===== src/rtl/pidaw_pkg.sv =====
package pidaw_pkg;

   localparam int SAMPLE_BITS_DEF = 12;
   localparam int SUM_BITS_DEF    = 32;

   localparam int CSR_IDX_W  = 4;
   localparam int CSR_DATA_W = 24;

   localparam logic [CSR_IDX_W-1:0] REG_IN_MIN     = 4'd0;
   localparam logic [CSR_IDX_W-1:0] REG_IN_SCALE   = 4'd1;
   localparam logic [CSR_IDX_W-1:0] REG_OUT_MIN    = 4'd2;
   localparam logic [CSR_IDX_W-1:0] REG_OUT_MAX    = 4'd3;
   localparam logic [CSR_IDX_W-1:0] REG_GAIN       = 4'd4;
   localparam logic [CSR_IDX_W-1:0] REG_INT_COEF   = 4'd5;
   localparam logic [CSR_IDX_W-1:0] REG_DER_COEF   = 4'd6;
   localparam logic [CSR_IDX_W-1:0] REG_BIAS       = 4'd7;

   localparam logic [23:0] IN_SCALE_RST = 24'h080000;
   localparam logic [15:0] OUT_MAX_RST  = 16'hFFFF;
   localparam logic [15:0] GAIN_RST     = 16'h0100;

   localparam int FRAC_W = 16;
   localparam logic [FRAC_W-1:0] FRAC_ONE = 16'h8000;

   localparam logic signed [15:0] CTL_MAX = 16'sh7FFF;
   localparam logic signed [15:0] CTL_MIN = 16'sh8000;

   // derivative term and saturated inner sum widths
   localparam int DT_W        = 26;
   localparam int INNER_SAT_W = 26;

   // shared multiplier operand widths
   localparam int MA_W = INNER_SAT_W + 1;
   localparam int MB_W = 25;

   localparam int RSP_W = 32;

endpackage


===== src/rtl/pidaw_mul.sv =====
module pidaw_mul #(
   parameter int A_W = pidaw_pkg::MA_W,
   parameter int B_W = pidaw_pkg::MB_W
) (
   input  logic                     clock,
   input  logic                     en,
   input  logic signed [A_W-1:0]    a,
   input  logic signed [B_W-1:0]    b,
   output logic signed [A_W+B_W-1:0] p_ff
);

   logic signed [A_W+B_W-1:0] p_in;

   always_comb begin
      p_in = p_ff;
      if (en) begin
         p_in = a * b;
      end
   end

   always_ff @(posedge clock) begin
      p_ff <= p_in;
   end

endmodule


===== config.mk =====
export PLATFORM = sky130hd
export DESIGN_NAME = pidaw_mul
export DESIGN_NICKNAME = d
export VERILOG_FILES = /design/src/rtl/pidaw_pkg.sv /design/src/rtl/pidaw_mul.sv
export SDC_FILE = /design/constraint.sdc
export NUM_CORES = 2
export LEC_CHECK = 0
export BUFFER_PORTS_ARGS = -buffer_cell sky130_fd_sc_hd__buf_4
export CORE_ASPECT_RATIO = 1.1
export CORE_UTILIZATION = 58
export DETAILED_ROUTE_END_ITERATION = 16
export GPL_TIMING_DRIVEN = 0
export PLACE_DENSITY_LB_ADDON = 0.12
export SLEW_MARGIN = 25
export SYNTH_ARGS = -nofsm -noshare
export SYNTH_HDL_FRONTEND = slang
export SYNTH_SLANG_ARGS = --single-unit

===== constraint.sdc =====
create_clock -name clock -period 8.37 [get_ports clock]
set_clock_uncertainty 0.15 [all_clocks]
set_input_delay 2.0925 -clock clock [delete_from_list [all_inputs] [get_ports clock]]
set_output_delay 2.0925 -clock clock [all_outputs]
set_load 0.05 [all_outputs]

==> results.yml <==
cts:
  clock_path_buffers: 2
  htree_levels: 2
  cts_made_buffers: 5
  cts_root_buffer: "clkbuf_16"
  clock-sinks: 52
  clk_pin_slew_worst_paths_ns: 0.08
  tritoncts: "yes"
drt:
  vias_per_cell: 5.57
  antenna_left: 0
  wl_per_cell_um: 24.9
  detail_route.iter0.violations: 1057
  drt-pass1-iter-count: 5
  drt-total-wl_um: 88000
  drc: 0
  vias: 19700
sta:
  setup_ws_ns: -0.428
  finalHoldViolations: 0
  slew_violations: 0
  rsz0062_at_grt: "true"
  slew_headroom_pct: 50.5
  finalSetupViolCount: 13
  worst_pin_slew_ns: 0.743
  period_minus_slack_ns: 8.80
  max_freq_mhz: 114
  min_period_over_period_pct: 105
finish:
  register_area_um2: 1560
  postLayoutCoreUtil_pct: 70.8
  final_common_cell: "inv_1"
  top_register: "p_ff"
  n_fill_cell: 3398
  design_area_um2: 31400
  area_growth_pct: 20.5
  drive_above_1_share_pct: 17.2
  largest_register_ffs: 52
  top_regs: "p_ff: 52 flops"
  final_nets: 3852
  multi_input_area_um2: 22100
  mostFrequentLayoutCells: "inv_1 (710), fa_1 (649), nand2_1 (346)"
floorplan:
  core_um2: 44400
  ioPinCount: 106
  fp.dieH_um: 224
  rows: 81
  dieArea_um2: 45800
  start_util_pct: 58.7
  fp.dieW_um: 204
synthesis:
  yosysWarnings: 0
  synthesis.area_um2: 26100
  synth.distinct_cells: 57
  synth_area_per_cell_um2: 9.53
  yosysSeqAreaShare_pct: 5.99
  async_flop_share_pct: 0
  synth_flop_cell: "edfxtp_1"
  ys_ff_latch: 52
  syn_nets: 3640
  synth_edf_count: 52
  syn_inst: 2737
place:
  postPlaceCellArea_um2: 27900
  gp_congestion: 1.02
  portBuffers: 93
  hpwl_um: 71300
worst_setup_path:
  arrival_ns: 8.72
  path_max_fanout: 10
  critPathRequiredTime_ns: 8.29
  start_kind: "primary input"
  max_stage_delay_ns: 0.63
  path_common_cell: "fa_1"
  endpoint_kind: "flip-flop"
  cp_slowest_cell: "fa_2"
  critPathKind: "in2reg"
grt:
  grt_max_degree: 53
  grt-ovfl-total: 0
  antenna_found_initial: 4
  grt_pass1_vias: 22500
  grt_pass1_wl_um: 134000
  grt_use_total_pct: 41.3
run:
  drv_cap: 0
outcome:
  status: "finished, violations left"
  violations: "setup timing"
worst_hold_path:
  hold_class: "in2reg"
cells in the mapped netlist (all sizes together), types with 2 or more instances:
| master | count | area share [%] |
|---|---|---|
| ha | 145 | 7.0 |
| nor2b | 3 | 0.072 |
| o21bai | 7 | 0.20 |
| xor2 | 21 | 0.71 |
| and4 | 2 | 0.067 |
| mux2i | 2 | 0.077 |
| fa | 704 | 54 |
| nand2 | 357 | 5.1 |
| a21oi | 42 | 0.84 |
| o21a | 4 | 0.12 |
| buf | 6 | 0.096 |
| a31oi | 9 | 0.22 |
| edfxtp | 52 | 6.0 |
| nand3 | 12 | 0.23 |
| a21boi | 4 | 0.12 |
| and2 | 334 | 8.0 |
| nor3 | 4 | 0.077 |
| nand2b | 12 | 0.29 |
| a21o | 19 | 0.55 |
| o31ai | 2 | 0.096 |
| a31o | 3 | 0.10 |
| inv | 729 | 10 |
| o211ai | 7 | 0.20 |
| nor2 | 43 | 0.63 |
| nor3b | 2 | 0.058 |
| a211oi | 6 | 0.24 |
| o21ai | 22 | 0.45 |
| a311oi | 3 | 0.12 |
| nand4 | 6 | 0.14 |
| a2111oi | 2 | 0.14 |
| clkbuf | 117 | 1.7 |
| and3 | 7 | 0.17 |
| xnor2 | 37 | 1.2 |
path summary, 6_finish.rpt:
kind	start	endpoint	slack [ns]	depth (start not counted)
min	a[0]	p_ff[0]	2.03	2
max	a[9]	p_ff[49]	-0.43	26
area by class of cell:
class / instances / share of cell area, %
Multi-Input combinational cell: 1833 / 70.4
Inverter: 729 / 8.73
Buffer: 120 / 6.94
Timing Repair Buffer: 208 / 6.10
Sequential cell: 52 / 4.97
Tap cell: 581 / 2.31
Clock buffer: 5 / 0.398
Clock inverter: 3 / 0.147
Antenna cell: 4 / 0.0319
repair_timing:
action | 4_1_cts | 5_1_grt
setup endpoints to repair | 33 | 24
pin swaps | 111 | 59
resized for setup | 446 | 65
hold buffers | 0 | 0
endpoints found under the hold margin | 0 | 0
cloned | 6 | 2
setup buffers | 98 | 9
stage by stage:
stage / instances / TNS, ns / hold slack [ns] / setup slack [ns]
after floorplan: 2737 / 0 / 2.06 / 0.000115
after global placement: 3411 / -43.23 / 2.32 / -2.00
after detailed placement: 3411 / -45.06 / 2.34 / -2.03
after CTS: 3521 / -3.19 / 2.01 / -0.352
after global routing: 3533 / -5.39 / 2.02 / -0.516
final: 3535 / -3.96 / 2.03 / -0.428
critical path: cells and delay by family:
family | cells | cell delay, ns
AO/OA/AOI/OAI | 5 | 0.79
XOR/XNOR | 1 | 0.17
adder cells (fa/ha/maj) | 8 | 3.89
buffers and inverters | 8 | 0.88
AND/OR/NAND/NOR | 4 | 0.88
per-layer routing:
layer | global-route usage (%) | part of all wire [%] | vias up
li1 | - | - | 8272
met1 | 44.9 | 33 | 10300
met4 | 36.0 | 11 | 2
met5 | 0 | 0.010 | -
met2 | 68.9 | 49 | 807
met3 | 7.97 | 7.0 | 321
logic make-up after synthesis:
kind of cell	Yosys count	share of synthesized area, %
buffers and inverters	852	12.3
adders and majority gates	849	61.0
xor gates and xnor gates	58	1.95
DFF	52	5.99
and+or+nand+nor	786	15.0
muxes	2	0.0768
AOI/OAI and AO/OA	138	3.69
Power is not shown: default switching activity piles up to over one toggle a cycle in this logic, so the estimate is an artifact.
